### config.mk
export PLATFORM = sky130hd
export DESIGN_NAME = observer_state_feedback_integral_top
export DESIGN_NICKNAME = d
export VERILOG_FILES = /design/src/rtl/obsfb_pkg.sv /design/src/rtl/obsfb_seq.sv /design/src/rtl/obsfb_dp.sv /design/src/rtl/observer_state_feedback_integral_top.sv
export SDC_FILE = /design/constraint.sdc
export NUM_CORES = 2
export LEC_CHECK = 0
export BUFFER_PORTS_ARGS = -buffer_cell sky130_fd_sc_hd__buf_2
export CAP_MARGIN = 40
export CORE_ASPECT_RATIO = 1.4
export CORE_MARGIN = 2
export CORE_UTILIZATION = 28
export DETAILED_ROUTE_END_ITERATION = 12
export MAX_ROUTING_LAYER = met4
export SYNTH_ARGS = -nofsm -noshare
export SYNTH_HDL_FRONTEND = slang
export SYNTH_SLANG_ARGS = --single-unit
### constraint.sdc
create_clock -name clk -period 11.8 [get_ports clk]
set_input_delay 2.36 -clock clk [delete_from_list [all_inputs] [get_ports clk]]
set_output_delay 2.36 -clock clk [all_outputs]
set_load 0.02 [all_outputs]
### src/rtl/obsfb_pkg.sv
// obsfb_pkg: shared types, gain table and microcode program of the balance controller
`default_nettype none
package obsfb_pkg;

    localparam int STATE_WIDTH_DEF = 32;
    localparam int FRAC_BITS_DEF   = 16;
    localparam int ANGLE_W         = 16;
    localparam int ANGLE_FRAC      = 13;
    localparam int CMD_W           = 32;
    localparam int GAIN_FRAC       = 24;
    localparam int GAIN_W          = 30;
    localparam int PROG_LEN        = 24;
    localparam int PC_W            = $clog2(PROG_LEN);

    typedef enum logic [1:0] {
        MUL_NONE,
        MUL_LO,
        MUL_HI
    } mul_t;

    typedef enum logic [2:0] {
        SRC_AE,
        SRC_RE,
        SRC_LT,
        SRC_X,
        SRC_NA,
        SRC_NR,
        SRC_EI
    } src_t;

    typedef enum logic [3:0] {
        GN_AA,
        GN_AR,
        GN_AT,
        GN_AM,
        GN_RA,
        GN_RR,
        GN_RT,
        GN_RM,
        GN_TA,
        GN_TR,
        GN_TI
    } gain_t;

    typedef enum logic [1:0] {
        ACC_NONE,
        ACC_ADD,
        ACC_SUB
    } acc_t;

    typedef enum logic [1:0] {
        DST_NONE,
        DST_NA,
        DST_NR,
        DST_T
    } dst_t;

    typedef enum logic [1:0] {
        JMP_NONE,
        JMP_WAIT_IN,
        JMP_WAIT_OUT
    } jmp_t;

    typedef struct packed {
        mul_t  mul;
        src_t  src;
        gain_t gain;
        acc_t  acc;
        dst_t  dst;
        logic  integ;
        jmp_t  jmp;
        logic  last;
    } ucw_t;

    typedef struct packed {
        ucw_t word;
        logic exec;
    } ctl_t;

    function automatic logic [GAIN_W-1:0] gain_value(input gain_t g);
        logic [GAIN_W-1:0] r;
        case (g)
            GN_AA:   r = GAIN_W'(13015764);
            GN_AR:   r = GAIN_W'(46708);
            GN_AT:   r = GAIN_W'(523785);
            GN_AM:   r = GAIN_W'(18139526);
            GN_RA:   r = GAIN_W'(763690484);
            GN_RR:   r = GAIN_W'(10643466);
            GN_RT:   r = GAIN_W'(199185819);
            GN_RM:   r = GAIN_W'(787014169);
            GN_TA:   r = GAIN_W'(7857945);
            GN_TR:   r = GAIN_W'(460870);
            GN_TI:   r = GAIN_W'(251188);
            default: r = '0;
        endcase
        return r;
    endfunction

    function automatic ucw_t uw(input mul_t m, input src_t s, input gain_t g,
                                input acc_t a, input dst_t d, input logic i,
                                input jmp_t j, input logic l);
        ucw_t w;
        w.mul   = m;
        w.src   = s;
        w.gain  = g;
        w.acc   = a;
        w.dst   = d;
        w.integ = i;
        w.jmp   = j;
        w.last  = l;
        return w;
    endfunction

    // two passes per product: low 24 bits, then high part plus rounded low part
    function automatic ucw_t ucode(input logic [PC_W-1:0] pc);
        ucw_t w;
        case (pc)
            5'd0:    w = uw(MUL_NONE, SRC_X,  GN_AA, ACC_NONE, DST_NONE, 1'b0, JMP_WAIT_IN, 1'b0);
            5'd1:    w = uw(MUL_LO,   SRC_AE, GN_AA, ACC_NONE, DST_NONE, 1'b0, JMP_NONE, 1'b0);
            5'd2:    w = uw(MUL_HI,   SRC_AE, GN_AA, ACC_NONE, DST_NONE, 1'b0, JMP_NONE, 1'b0);
            5'd3:    w = uw(MUL_LO,   SRC_RE, GN_AR, ACC_SUB,  DST_NONE, 1'b0, JMP_NONE, 1'b0);
            5'd4:    w = uw(MUL_HI,   SRC_RE, GN_AR, ACC_NONE, DST_NONE, 1'b0, JMP_NONE, 1'b0);
            5'd5:    w = uw(MUL_LO,   SRC_LT, GN_AT, ACC_ADD,  DST_NONE, 1'b0, JMP_NONE, 1'b0);
            5'd6:    w = uw(MUL_HI,   SRC_LT, GN_AT, ACC_NONE, DST_NONE, 1'b0, JMP_NONE, 1'b0);
            5'd7:    w = uw(MUL_LO,   SRC_X,  GN_AM, ACC_SUB,  DST_NONE, 1'b0, JMP_NONE, 1'b0);
            5'd8:    w = uw(MUL_HI,   SRC_X,  GN_AM, ACC_NONE, DST_NONE, 1'b0, JMP_NONE, 1'b0);
            5'd9:    w = uw(MUL_LO,   SRC_AE, GN_RA, ACC_ADD,  DST_NA,   1'b1, JMP_NONE, 1'b0);
            5'd10:   w = uw(MUL_HI,   SRC_AE, GN_RA, ACC_NONE, DST_NONE, 1'b0, JMP_NONE, 1'b0);
            5'd11:   w = uw(MUL_LO,   SRC_RE, GN_RR, ACC_SUB,  DST_NONE, 1'b0, JMP_NONE, 1'b0);
            5'd12:   w = uw(MUL_HI,   SRC_RE, GN_RR, ACC_NONE, DST_NONE, 1'b0, JMP_NONE, 1'b0);
            5'd13:   w = uw(MUL_LO,   SRC_LT, GN_RT, ACC_ADD,  DST_NONE, 1'b0, JMP_NONE, 1'b0);
            5'd14:   w = uw(MUL_HI,   SRC_LT, GN_RT, ACC_NONE, DST_NONE, 1'b0, JMP_NONE, 1'b0);
            5'd15:   w = uw(MUL_LO,   SRC_X,  GN_RM, ACC_SUB,  DST_NONE, 1'b0, JMP_NONE, 1'b0);
            5'd16:   w = uw(MUL_HI,   SRC_X,  GN_RM, ACC_NONE, DST_NONE, 1'b0, JMP_NONE, 1'b0);
            5'd17:   w = uw(MUL_LO,   SRC_NA, GN_TA, ACC_ADD,  DST_NR,   1'b0, JMP_NONE, 1'b0);
            5'd18:   w = uw(MUL_HI,   SRC_NA, GN_TA, ACC_NONE, DST_NONE, 1'b0, JMP_NONE, 1'b0);
            5'd19:   w = uw(MUL_LO,   SRC_NR, GN_TR, ACC_ADD,  DST_NONE, 1'b0, JMP_NONE, 1'b0);
            5'd20:   w = uw(MUL_HI,   SRC_NR, GN_TR, ACC_NONE, DST_NONE, 1'b0, JMP_NONE, 1'b0);
            5'd21:   w = uw(MUL_LO,   SRC_EI, GN_TI, ACC_ADD,  DST_NONE, 1'b0, JMP_NONE, 1'b0);
            5'd22:   w = uw(MUL_HI,   SRC_EI, GN_TI, ACC_NONE, DST_NONE, 1'b0, JMP_NONE, 1'b0);
            5'd23:   w = uw(MUL_NONE, SRC_EI, GN_TI, ACC_ADD,  DST_T,    1'b0, JMP_WAIT_OUT, 1'b1);
            default: w = uw(MUL_NONE, SRC_X,  GN_AA, ACC_NONE, DST_NONE, 1'b0, JMP_NONE, 1'b1);
        endcase
        return w;
    endfunction

endpackage
`default_nettype wire

### src/rtl/obsfb_seq.sv
// obsfb_seq: step counter, control store lookup and wait conditions
`default_nettype none
module obsfb_seq (
    input  wire logic            clk,
    input  wire logic            rst_n,
    input  wire logic            in_valid,
    output logic                 in_stall,
    input  wire logic            out_valid,
    input  wire logic            out_stall,
    output obsfb_pkg::ctl_t      ctl
);

    logic [obsfb_pkg::PC_W-1:0] pc_reg;
    logic [obsfb_pkg::PC_W-1:0] pc_next;
    obsfb_pkg::ucw_t            word;
    logic                       hold;

    always_comb
    begin
        word = obsfb_pkg::ucode(pc_reg);
        hold = ((word.jmp == obsfb_pkg::JMP_WAIT_IN) && !in_valid) ||
               ((word.jmp == obsfb_pkg::JMP_WAIT_OUT) && out_valid && out_stall);
        if (hold)
        begin
            pc_next = pc_reg;
        end
        else if (word.last)
        begin
            pc_next = '0;
        end
        else
        begin
            pc_next = pc_reg + obsfb_pkg::PC_W'(1);
        end
        in_stall  = (word.jmp != obsfb_pkg::JMP_WAIT_IN);
        ctl.word  = word;
        ctl.exec  = !hold;
    end

    always_ff @(posedge clk or negedge rst_n)
    begin
        if (!rst_n)
        begin
            pc_reg <= '0;
        end
        else
        begin
            pc_reg <= pc_next;
        end
    end

endmodule
`default_nettype wire

### src/rtl/obsfb_dp.sv
// obsfb_dp: state registers, shared gain multiplier, accumulator and output register
`default_nettype none
module obsfb_dp #(
    parameter int STATE_WIDTH = obsfb_pkg::STATE_WIDTH_DEF,
    parameter int FRAC_BITS   = obsfb_pkg::FRAC_BITS_DEF
) (
    input  wire logic                                clk,
    input  wire logic                                rst_n,
    input  wire obsfb_pkg::ctl_t                     ctl,
    input  wire logic signed [obsfb_pkg::ANGLE_W-1:0] angle_sample,
    input  wire logic                                out_stall,
    output logic                                     out_valid,
    output logic signed [obsfb_pkg::CMD_W-1:0]       motor_command
);

    localparam int GF   = obsfb_pkg::GAIN_FRAC;
    localparam int SHL  = (FRAC_BITS >= obsfb_pkg::ANGLE_FRAC) ?
                          (FRAC_BITS - obsfb_pkg::ANGLE_FRAC) : 0;
    localparam int SHR  = (FRAC_BITS < obsfb_pkg::ANGLE_FRAC) ?
                          (obsfb_pkg::ANGLE_FRAC - FRAC_BITS) : 0;
    localparam int XW   = obsfb_pkg::ANGLE_W + SHL;
    localparam int OPW  = (STATE_WIDTH > XW) ? STATE_WIDTH : XW;
    localparam int HI_W = OPW - GF + 1;
    localparam int MA_W = (HI_W > GF + 1) ? HI_W : (GF + 1);
    localparam int PW   = MA_W + obsfb_pkg::GAIN_W + 1;
    localparam int ACC_W = OPW + 9;
    localparam int CW   = obsfb_pkg::CMD_W;
    localparam logic signed [PW-1:0] RND = PW'(1) <<< (GF - 1);

    function automatic logic signed [STATE_WIDTH-1:0] sat_state(
        input logic signed [ACC_W-1:0] v);
        logic signed [STATE_WIDTH-1:0] r;
        if ((&v[ACC_W-1:STATE_WIDTH-1]) || !(|v[ACC_W-1:STATE_WIDTH-1]))
        begin
            r = v[STATE_WIDTH-1:0];
        end
        else if (v[ACC_W-1])
        begin
            r = {1'b1, {(STATE_WIDTH-1){1'b0}}};
        end
        else
        begin
            r = {1'b0, {(STATE_WIDTH-1){1'b1}}};
        end
        return r;
    endfunction

    function automatic logic signed [CW-1:0] sat_cmd(input logic signed [ACC_W-1:0] v);
        logic signed [CW-1:0] r;
        if ((&v[ACC_W-1:CW-1]) || !(|v[ACC_W-1:CW-1]))
        begin
            r = v[CW-1:0];
        end
        else if (v[ACC_W-1])
        begin
            r = {1'b1, {(CW-1){1'b0}}};
        end
        else
        begin
            r = {1'b0, {(CW-1){1'b1}}};
        end
        return r;
    endfunction

    logic signed [STATE_WIDTH-1:0] ae_reg, re_reg, ei_reg, lt_reg, na_reg, nr_reg;
    logic signed [OPW-1:0]         x_reg;
    logic signed [ACC_W-1:0]       acc_reg;
    logic signed [PW-1:0]          prod_reg, part_reg;
    logic signed [CW-1:0]          cmd_reg;
    logic                          out_valid_reg;

    logic signed [OPW-1:0]         ext, x_new, opnd;
    logic signed [HI_W-1:0]        hi;
    logic signed [MA_W-1:0]        mul_a;
    logic signed [obsfb_pkg::GAIN_W:0] mul_g;
    logic signed [PW-1:0]          product;
    logic signed [PW:0]            term_full;
    logic signed [ACC_W-1:0]       term, sum, ei_diff;
    logic signed [STATE_WIDTH-1:0] sum_sat;
    logic signed [CW-1:0]          cmd_new;

    always_comb
    begin
        ext   = OPW'(angle_sample);
        x_new = (FRAC_BITS >= obsfb_pkg::ANGLE_FRAC) ? (ext <<< SHL) : (ext >>> SHR);
        case (ctl.word.src)
            obsfb_pkg::SRC_AE: opnd = OPW'(ae_reg);
            obsfb_pkg::SRC_RE: opnd = OPW'(re_reg);
            obsfb_pkg::SRC_LT: opnd = OPW'(lt_reg);
            obsfb_pkg::SRC_X:  opnd = x_reg;
            obsfb_pkg::SRC_NA: opnd = OPW'(na_reg);
            obsfb_pkg::SRC_NR: opnd = OPW'(nr_reg);
            obsfb_pkg::SRC_EI: opnd = OPW'(ei_reg);
            default:           opnd = '0;
        endcase
        hi = HI_W'(opnd >>> GF);
        if (ctl.word.mul == obsfb_pkg::MUL_HI)
        begin
            mul_a = MA_W'(hi);
        end
        else
        begin
            mul_a = MA_W'($signed({1'b0, opnd[GF-1:0]}));
        end
        mul_g     = $signed({1'b0, obsfb_pkg::gain_value(ctl.word.gain)});
        product   = PW'(mul_a * mul_g);
        term_full = $signed({prod_reg[PW-1], prod_reg}) + $signed({part_reg[PW-1], part_reg});
        term      = term_full[ACC_W-1:0];
        if (ctl.word.acc == obsfb_pkg::ACC_SUB)
        begin
            sum = acc_reg - term;
        end
        else
        begin
            sum = acc_reg + term;
        end
        sum_sat = sat_state(sum);
        ei_diff = ACC_W'(ei_reg) - ACC_W'(x_reg);
        cmd_new = sat_cmd(ACC_W'(sum_sat) >>> 1);
    end

    always_ff @(posedge clk or negedge rst_n)
    begin
        if (!rst_n)
        begin
            ae_reg        <= '0;
            re_reg        <= '0;
            ei_reg        <= '0;
            lt_reg        <= '0;
            acc_reg       <= '0;
            out_valid_reg <= 1'b0;
        end
        else
        begin
            if (ctl.exec && ctl.word.last)
            begin
                out_valid_reg <= 1'b1;
            end
            else if (!out_stall)
            begin
                out_valid_reg <= 1'b0;
            end
            if (ctl.exec)
            begin
                if (ctl.word.acc != obsfb_pkg::ACC_NONE)
                begin
                    acc_reg <= (ctl.word.dst != obsfb_pkg::DST_NONE) ? '0 : sum;
                end
                if (ctl.word.integ)
                begin
                    ei_reg <= sat_state(ei_diff);
                end
                if (ctl.word.dst == obsfb_pkg::DST_T)
                begin
                    lt_reg <= sum_sat;
                    ae_reg <= na_reg;
                    re_reg <= nr_reg;
                end
            end
        end
    end

    always_ff @(posedge clk)
    begin
        if (ctl.exec)
        begin
            if (ctl.word.jmp == obsfb_pkg::JMP_WAIT_IN)
            begin
                x_reg <= x_new;
            end
            if (ctl.word.mul == obsfb_pkg::MUL_LO)
            begin
                prod_reg <= product;
            end
            else if (ctl.word.mul == obsfb_pkg::MUL_HI)
            begin
                prod_reg <= product;
                part_reg <= (prod_reg + RND) >>> GF;
            end
            if (ctl.word.dst == obsfb_pkg::DST_NA)
            begin
                na_reg <= sum_sat;
            end
            if (ctl.word.dst == obsfb_pkg::DST_NR)
            begin
                nr_reg <= sum_sat;
            end
            if (ctl.word.last)
            begin
                cmd_reg <= cmd_new;
            end
        end
    end

    assign out_valid     = out_valid_reg;
    assign motor_command = cmd_reg;

endmodule
`default_nettype wire

### src/rtl/observer_state_feedback_integral_top.sv
// observer_state_feedback_integral_top: balance controller with observer, state feedback and integral
// Takes one signed Q2.13 pitch angle per request and returns one saturated Q16.16 motor command
// (half the torque, shared by both motors). A new angle is not accepted while the previous one
// is still in work: a microcoded sequencer drives one shared 25x31 gain multiplier through eleven
// products, two multiplier passes each, with the accumulation of one product overlapped with the
// next, plus one step that takes the angle and a final step that adds the last product. The
// next angle is accepted in the cycle after the previous command is loaded into the output
// register, so a waiting command does not block a new request; only the final step waits for the
// output to drain.
`default_nettype none
module observer_state_feedback_integral_top #(
    parameter int STATE_WIDTH = obsfb_pkg::STATE_WIDTH_DEF,
    parameter int FRAC_BITS   = obsfb_pkg::FRAC_BITS_DEF
) (
    input  wire logic                                 clk,
    input  wire logic                                 rst_n,
    input  wire logic                                 in_valid,
    output logic                                      in_stall,
    input  wire logic signed [obsfb_pkg::ANGLE_W-1:0] angle_sample,
    output logic                                      out_valid,
    input  wire logic                                 out_stall,
    output logic signed [obsfb_pkg::CMD_W-1:0]        motor_command
);

    obsfb_pkg::ctl_t ctl;

    obsfb_seq u_seq (
        .clk       (clk),
        .rst_n     (rst_n),
        .in_valid  (in_valid),
        .in_stall  (in_stall),
        .out_valid (out_valid),
        .out_stall (out_stall),
        .ctl       (ctl)
    );

    obsfb_dp #(
        .STATE_WIDTH (STATE_WIDTH),
        .FRAC_BITS   (FRAC_BITS)
    ) u_dp (
        .clk           (clk),
        .rst_n         (rst_n),
        .ctl           (ctl),
        .angle_sample  (angle_sample),
        .out_stall     (out_stall),
        .out_valid     (out_valid),
        .motor_command (motor_command)
    );

`ifndef SYNTH
    a_busy_after_accept: assert property (@(posedge clk) disable iff (!rst_n)
        (in_valid && !in_stall) |=> in_stall)
        else $error("input taken again right after a request");

    a_no_early_result: assert property (@(posedge clk) disable iff (!rst_n)
        (in_valid && !in_stall && !out_valid) |=> !out_valid)
        else $error("result appeared right after acceptance");

    a_last_step_loads: assert property (@(posedge clk) disable iff (!rst_n)
        (ctl.exec && ctl.word.last && ctl.word.dst == obsfb_pkg::DST_T) |=> out_valid)
        else $error("final step did not load the output register");

    a_final_waits: assert property (@(posedge clk) disable iff (!rst_n)
        (ctl.word.jmp == obsfb_pkg::JMP_WAIT_OUT && out_valid && out_stall) |-> !ctl.exec)
        else $error("final step ran over a held result");
`endif

endmodule
`default_nettype wire

Yosys cells after proc, flatten, opt, wreduce, memory -nomap -nowiden. Memory sizes are Yosys's and may differ from the RTL's. Index checks and enable logic that the tools add are counted.

Add/sub/neg operators: 6. Multipliers: 1. Eq/ne operators: 16. Multiplexer cells: 13. Bitwise logic cells: 2. Reduce and logical (&&, ||, !) cells: 28.

Operators with widths (number): $pmux W32 S7 (1); $mux W32 (4); $mux W56 (2); $mux W41 (2); $add A56 B25 Y56 const B (1); $mul A25 B31 Y56 (1); $add A41 B32 Y41 (1); $add A41 B41 Y41 (1); $sub A41 B41 Y41 (1); $sub A32 B19 Y33 (1); $mux W25 (1); $reduce_and A10 Y1 (2); $reduce_or A10 Y1 (2); $reduce_and A2 Y1 (8); $eq A2 B2 Y1 const B (5); $eq A3 B3 Y1 const B (3); $eq A2 B1 Y1 const B (3); $eq A3 B2 Y1 const B (2); $reduce_bool A2 Y1 (3); $add A5 B1 Y5 const B (1); $mux W5 (1); $logic_and A1 B1 Y1 (4); $logic_not A1 Y1 (4); $ne A2 B1 Y1 const B (2); other kinds (6) (10).

Flip-flop bits (word level): 374. ROM bits: 1008. Word-level logic and storage cells: 81. Memories kept: 2.

Memories: (no name shown) (depth 32, width 17, rd ports 1, clocked after memory_dff 0, wr ports 0, line obsfb_pkg.sv:117) `case (pc)`; (no name shown) (depth 16, width 29, rd ports 1, clocked after memory_dff 0, wr ports 0, line obsfb_pkg.sv:82) `case (g)`.

Longest topological paths before layout. An unclocked memory read counts as a cell.

Depth in word-level cells: 8. Depth in mapped cells: 45. Depth with buffers taken out: 43.

By module. From an unflattened synthesis, not the netlist that was laid out.

Cell total of the unflattened synthesis: 5061. Area, all modules: 46080.4 µm².

By module, submodules not included: obsfb_dp (times used 1, cells an instance 4985, area each 45482.4 µm², sequential area each 10179.8 µm²); obsfb_seq (times used 1, cells an instance 76, area each 598.1 µm², sequential area each 125.1 µm²).

Worst setup path after synthesis. OpenSTA, ideal clock, no wires.

Kind: register to register. Start: register u_seq.pc_reg[0] (netlist name). End: register u_dp.prod_reg[54], data pin. Setup time: 0.258 ns. Arrival time: 9.892 ns. Slack: 1.651 ns. Cell stages (with the launch flop): 40. Path buffers: 3. Period minus slack after synthesis: 10.149 ns. Cell sequence: dfrtp_1 inv_1 ha_1 nand2_1 nand2_1 or2_2 clkbuf_1 nor3_1 nand2_1 a31oi_1 inv_2 clkbuf_1 o21ai_1 clkbuf_1 nand2_1 fa_1 inv_1 fa_1 [... 4 more ...] ha_1 fa_1 inv_1 fa_1 inv_1 ha_1 and3_1 nand2_1 or4_1 a21oi_1 o311ai_0 a2111oi_0 o21ai_0 a21oi_1 a311o_1 o21ai_0 o31a_1 xnor2_1.

Cells in the longest elaborated chain, start to end: 7. Elaborated cells on any way between the ends: 16. Classes of those cells: mul: 1; eq/ne: 8; mux: 4; reduce/logical: 1; memory: 2.

RTL lines: start: declaration (line obsfb_seq.sv:13) `logic [obsfb_pkg::PC_W-1:0] pc_reg;`; start signal: assignment (line obsfb_seq.sv:48) `pc_reg <= pc_next;`; $mem_v2 Z32 W17 *; $eq A3 B3 Y1, or another cell as far along (line obsfb_dp.sv:86) `case (ctl.word.src)`; $pmux W32 S7 (line obsfb_dp.sv:86); $mux W25 (line obsfb_dp.sv:97) `if (ctl.word.mul == obsfb_pkg::MUL_HI)`; $mul A25 B31 Y56 * (line obsfb_dp.sv:106) `product = PW'(mul_a * mul_g);`; named net u_dp.product[54] (line obsfb_dp.sv:76) `logic signed [PW-1:0] product;`; $mux W56 (line obsfb_dp.sv:175) `else if (ctl.word.mul == obsfb_pkg::MUL_HI)`; $mux W56 * (line obsfb_dp.sv:171) `if (ctl.word.mul == obsfb_pkg::MUL_LO)`; end signal: assignment (line obsfb_dp.sv:173) `prod_reg <= product;`; end signal: assignment (line obsfb_dp.sv:177) `prod_reg <= product;`; end: declaration (line obsfb_dp.sv:68) `logic signed [PW-1:0] prod_reg, part_reg;`.

Mark *: on every way through the listed nets, which the timed path passes. The rest lies on a longest branch. The select of a mux whose other input is x is not followed. A chain may end at the register's enable or synchronous reset.

Worst setup path in the final report.
Start: register u_seq.pc_reg[0] (netlist name). End: register u_dp.prod_reg[55], data pin.

Same word-level chain as after synthesis.

==> metrics.md <==
| Metric | Value |
|---|---|
| Final worst path period share | 96.28% |
| Slowest-stage cell, CP | sky130_fd_sc_hd__fa_1 |
| CTS sink count | 372 |
| Starting density of the core | 28.11% |
| Wire length of the first global-routing pass | 231200 µm |
| Depth of the worst register-to-register path | 37 |
| Top cells by count, synth | sky130_fd_sc_hd__nand2_1, sky130_fd_sc_hd__inv_1, sky130_fd_sc_hd__fa_1 |
| Cell with the most instances after synthesis | sky130_fd_sc_hd__nand2_1 |
| Mean routed wirelength per cell | approximately 21 µm |
| Wirelength, routed | 152900 µm |
| Clock latency on the worst-skew pair | 0.59 ns |
| Summed negative setup slack over all endpoints | 0 ns |
| DRT iter0 DRCs | 2875 |
| Worst slack after detailed placement | 0.4067 ns |
| Die boundary height | 483.5 µm |
| Nets | 6160 |
| H-tree depth | 2 |
| Relative slew margins | 38.30% |
| Footprint of the flip-flops and latches | between 0.01 and 0.015 mm² |
| TritonCTS clock tree | built |
| Dominant cell type by area after synthesis | sky130_fd_sc_hd__fa_1 |
| Total gr overflow | 0 |
| Antenna diode instance count | 0 |
| Cell variety after synth | 95 |
| Core region area | 0.1636 mm² |
| Bufs on Longest Clock Path | 3 |
| Proportion of layout cells with a drive suffix above 1 | 8.110% |
| Critical path's most frequent cell | sky130_fd_sc_hd__fa_1 |
| Overall fraction of global-route tracks in use | 18.60% |
| Post-DP HPWL | 124300 µm |
| Reported max-cap violation count | 0 |
| Mapped Cells | 5121 |
| CP max stage delay | 0.72 ns |
| Routability congestion estimate | 1.011 |
| Most used flip-flop cell after synthesis | sky130_fd_sc_hd__edfxtp_1 |
| Type of the worst setup path | reg -> reg |
| Max Slew Vio Count | 0 |
| Setup repair after global routing missed its margin | no |
| Instance count along the most critical hold path | 2 |
| Yosys top cell area share | 26.99% |
| Clock input transition at the sequential cells of the worst setup and hold paths | 0.07 ns |
| Critical Path Sink Type | register |
| Antenna violations before repair | 2 |
| Worst path required time | 12.10 ns |
| Mapped Nets | about 6000 |
| Slack of the worst reg-to-reg path | 0.44 ns |
| Fillcell total | roughly 17000 |
| Critical path arrival | 11.66 ns |
| DRC viols | 0 |
| Mean instance size in the synthesized netlist | 8.981 µm² |
| Synthesized cell area | 0.04599 mm² |
| Worst min-delay path class | reg -> reg |
| Final Critical Period | 11.36 ns |
| Proportion of synthesized chip area in sequential cells | 22.41% |
| Quantity of I/O buffers inserted on ports | 53 |
| Number of top-level pins | 54 |
| Post-synth EDFFs | 199 |
| Detailed-route via count | 36879 |
| Skew final | around 0.042 ns |
| Max FO, Critical Path | 18 |
| Result of the run | finished, final reports clean |
| Die span in x | roughly 350 µm |
| Startpoint type of the worst setup path | register |
| Post-synthesis register bit count | 372 |
| Vias per std cell | 5.033 |
| Slew at the pin with the worst max-slew slack | 0.9221 ns |
| Number of flip-flops under the largest register name | between 50 and 60 |
| Clock buffers created by TritonCTS | 38 |
| Max Freq | 88.02 MHz |
| Clock root buffer | sky130_fd_sc_hd__clkbuf_16 |
| Site row count | 176 |
| Area used by multi-input combinational logic | 0.03217 mm² |
| Floorplan die area | 0.1676 mm² |
| Syn-to-layout area delta | 10.72% |
| FFs w/ async S/R, synth | between 40% and 50% |
| Number of hold violations in the final report | 0 |
| Via count of the first global-routing pass | 37979 |
| Maximum number of pins on one net before global-route repair | 67 |
| Routed Antenna Nets | 0 |
| Synth top area cells | sky130_fd_sc_hd__fa_1, sky130_fd_sc_hd__edfxtp_1, sky130_fd_sc_hd__ha_1 |
| Setup violations, final | 0 |
| Total number of yosys warnings | 0 |
| Setup slack after layout | 0.4387 ns |
| Number of iterations in the first detailed-routing pass | 7 |
[metrics by stage]
stage	instances	hold WS, ns	util, %	instance area [µm²]
after floorplan	5121	0.4351	-	45990
after global placement	7243	0.4443	30.24	49480
after detailed placement	7252	0.4538	30.31	49590
after CTS	7322	0.4548	31.09	50880
after global routing	7327	0.4885	31.12	50920
final	7327	0.4613	31.12	50920
[cell families (layout without fill, tap and decap cells)]
group           after synthesis  after routing  synth area share [%]
buf+inv                     983           1053                 8.099
flops                       372            372                 22.41
mux                          45             45                 1.102
fa+ha+maj                   979            979                 36.75
simple gates               1605           1605                 14.83
xor+xnor                    206            206                 3.923
compound gates              931            931                 12.89
[metal layers]
layer / up-vias / global-route usage (%) / wire [µm]
li1: 16684 / - / -
met3: 441 / 1.741 / 7261
met4: 0 / 13.99 / 13930
met2: 1316 / 31.81 / 76280
met1: 18438 / 19.98 / 55400
met5: - / - / 0
[placed cells by master (no fill, tap or decap), types with 56 or more instances in the layout]
cell                       instances
sky130_fd_sc_hd__nand2_1         778
sky130_fd_sc_hd__inv_1           755
sky130_fd_sc_hd__fa_1            620
sky130_fd_sc_hd__nor2_1          488
sky130_fd_sc_hd__ha_1            359
sky130_fd_sc_hd__a21oi_1         286
sky130_fd_sc_hd__o21ai_0         204
sky130_fd_sc_hd__edfxtp_1        199
sky130_fd_sc_hd__dfrtp_1         173
sky130_fd_sc_hd__buf_4           160
sky130_fd_sc_hd__xnor2_1         134
sky130_fd_sc_hd__a21o_1          100
sky130_fd_sc_hd__xor2_1           72
sky130_fd_sc_hd__and2_1           61
sky130_fd_sc_hd__nand3_1          56
sky130_fd_sc_hd__buf_2            56
[area by class of cell]
class	count	share of cell area [%]
inverters	757	5.580
flip-flops and latches	372	20.24
well taps	2136	5.248
clock inverters	27	0.6167
multi-input cells	3766	63.18
clock buffers	43	1.904
repair buffers	226	3.229
[repair_timing]
item / CTS / global route
buffers inserted: 0 / 3
hold buffers: 0 / 0
endpoints found under the setup margin: 0 / 5
gates resized for setup: 0 / 5
[path summary, 6_finish.rpt]
path | from | end
setup / recovery | u_seq.pc_reg[0] | u_dp.prod_reg[55]
hold / removal | u_dp.nr_reg[7] | u_dp.re_reg[7]
setup reg to reg | u_seq.pc_reg[0] | u_dp.prod_reg[55]
hold reg to reg | u_dp.nr_reg[7] | u_dp.re_reg[7]
max in group asynchronous | rst_n | u_dp.ei_reg[6]
min in group asynchronous | rst_n | u_dp.acc_reg[28]
[worst max-delay path, delay by kind of cell (launching register included)]
family	cells	cell delay (ns)
compound gates	13	3.48
fa+ha+maj	9	4.63
buf+inv	8	1.28
xor+xnor	1	0.10
simple gates	6	1.04
flops	1	0.49
Power is not shown: default switching activity piles up to over one toggle a cycle in this logic, so the estimate is an artifact.
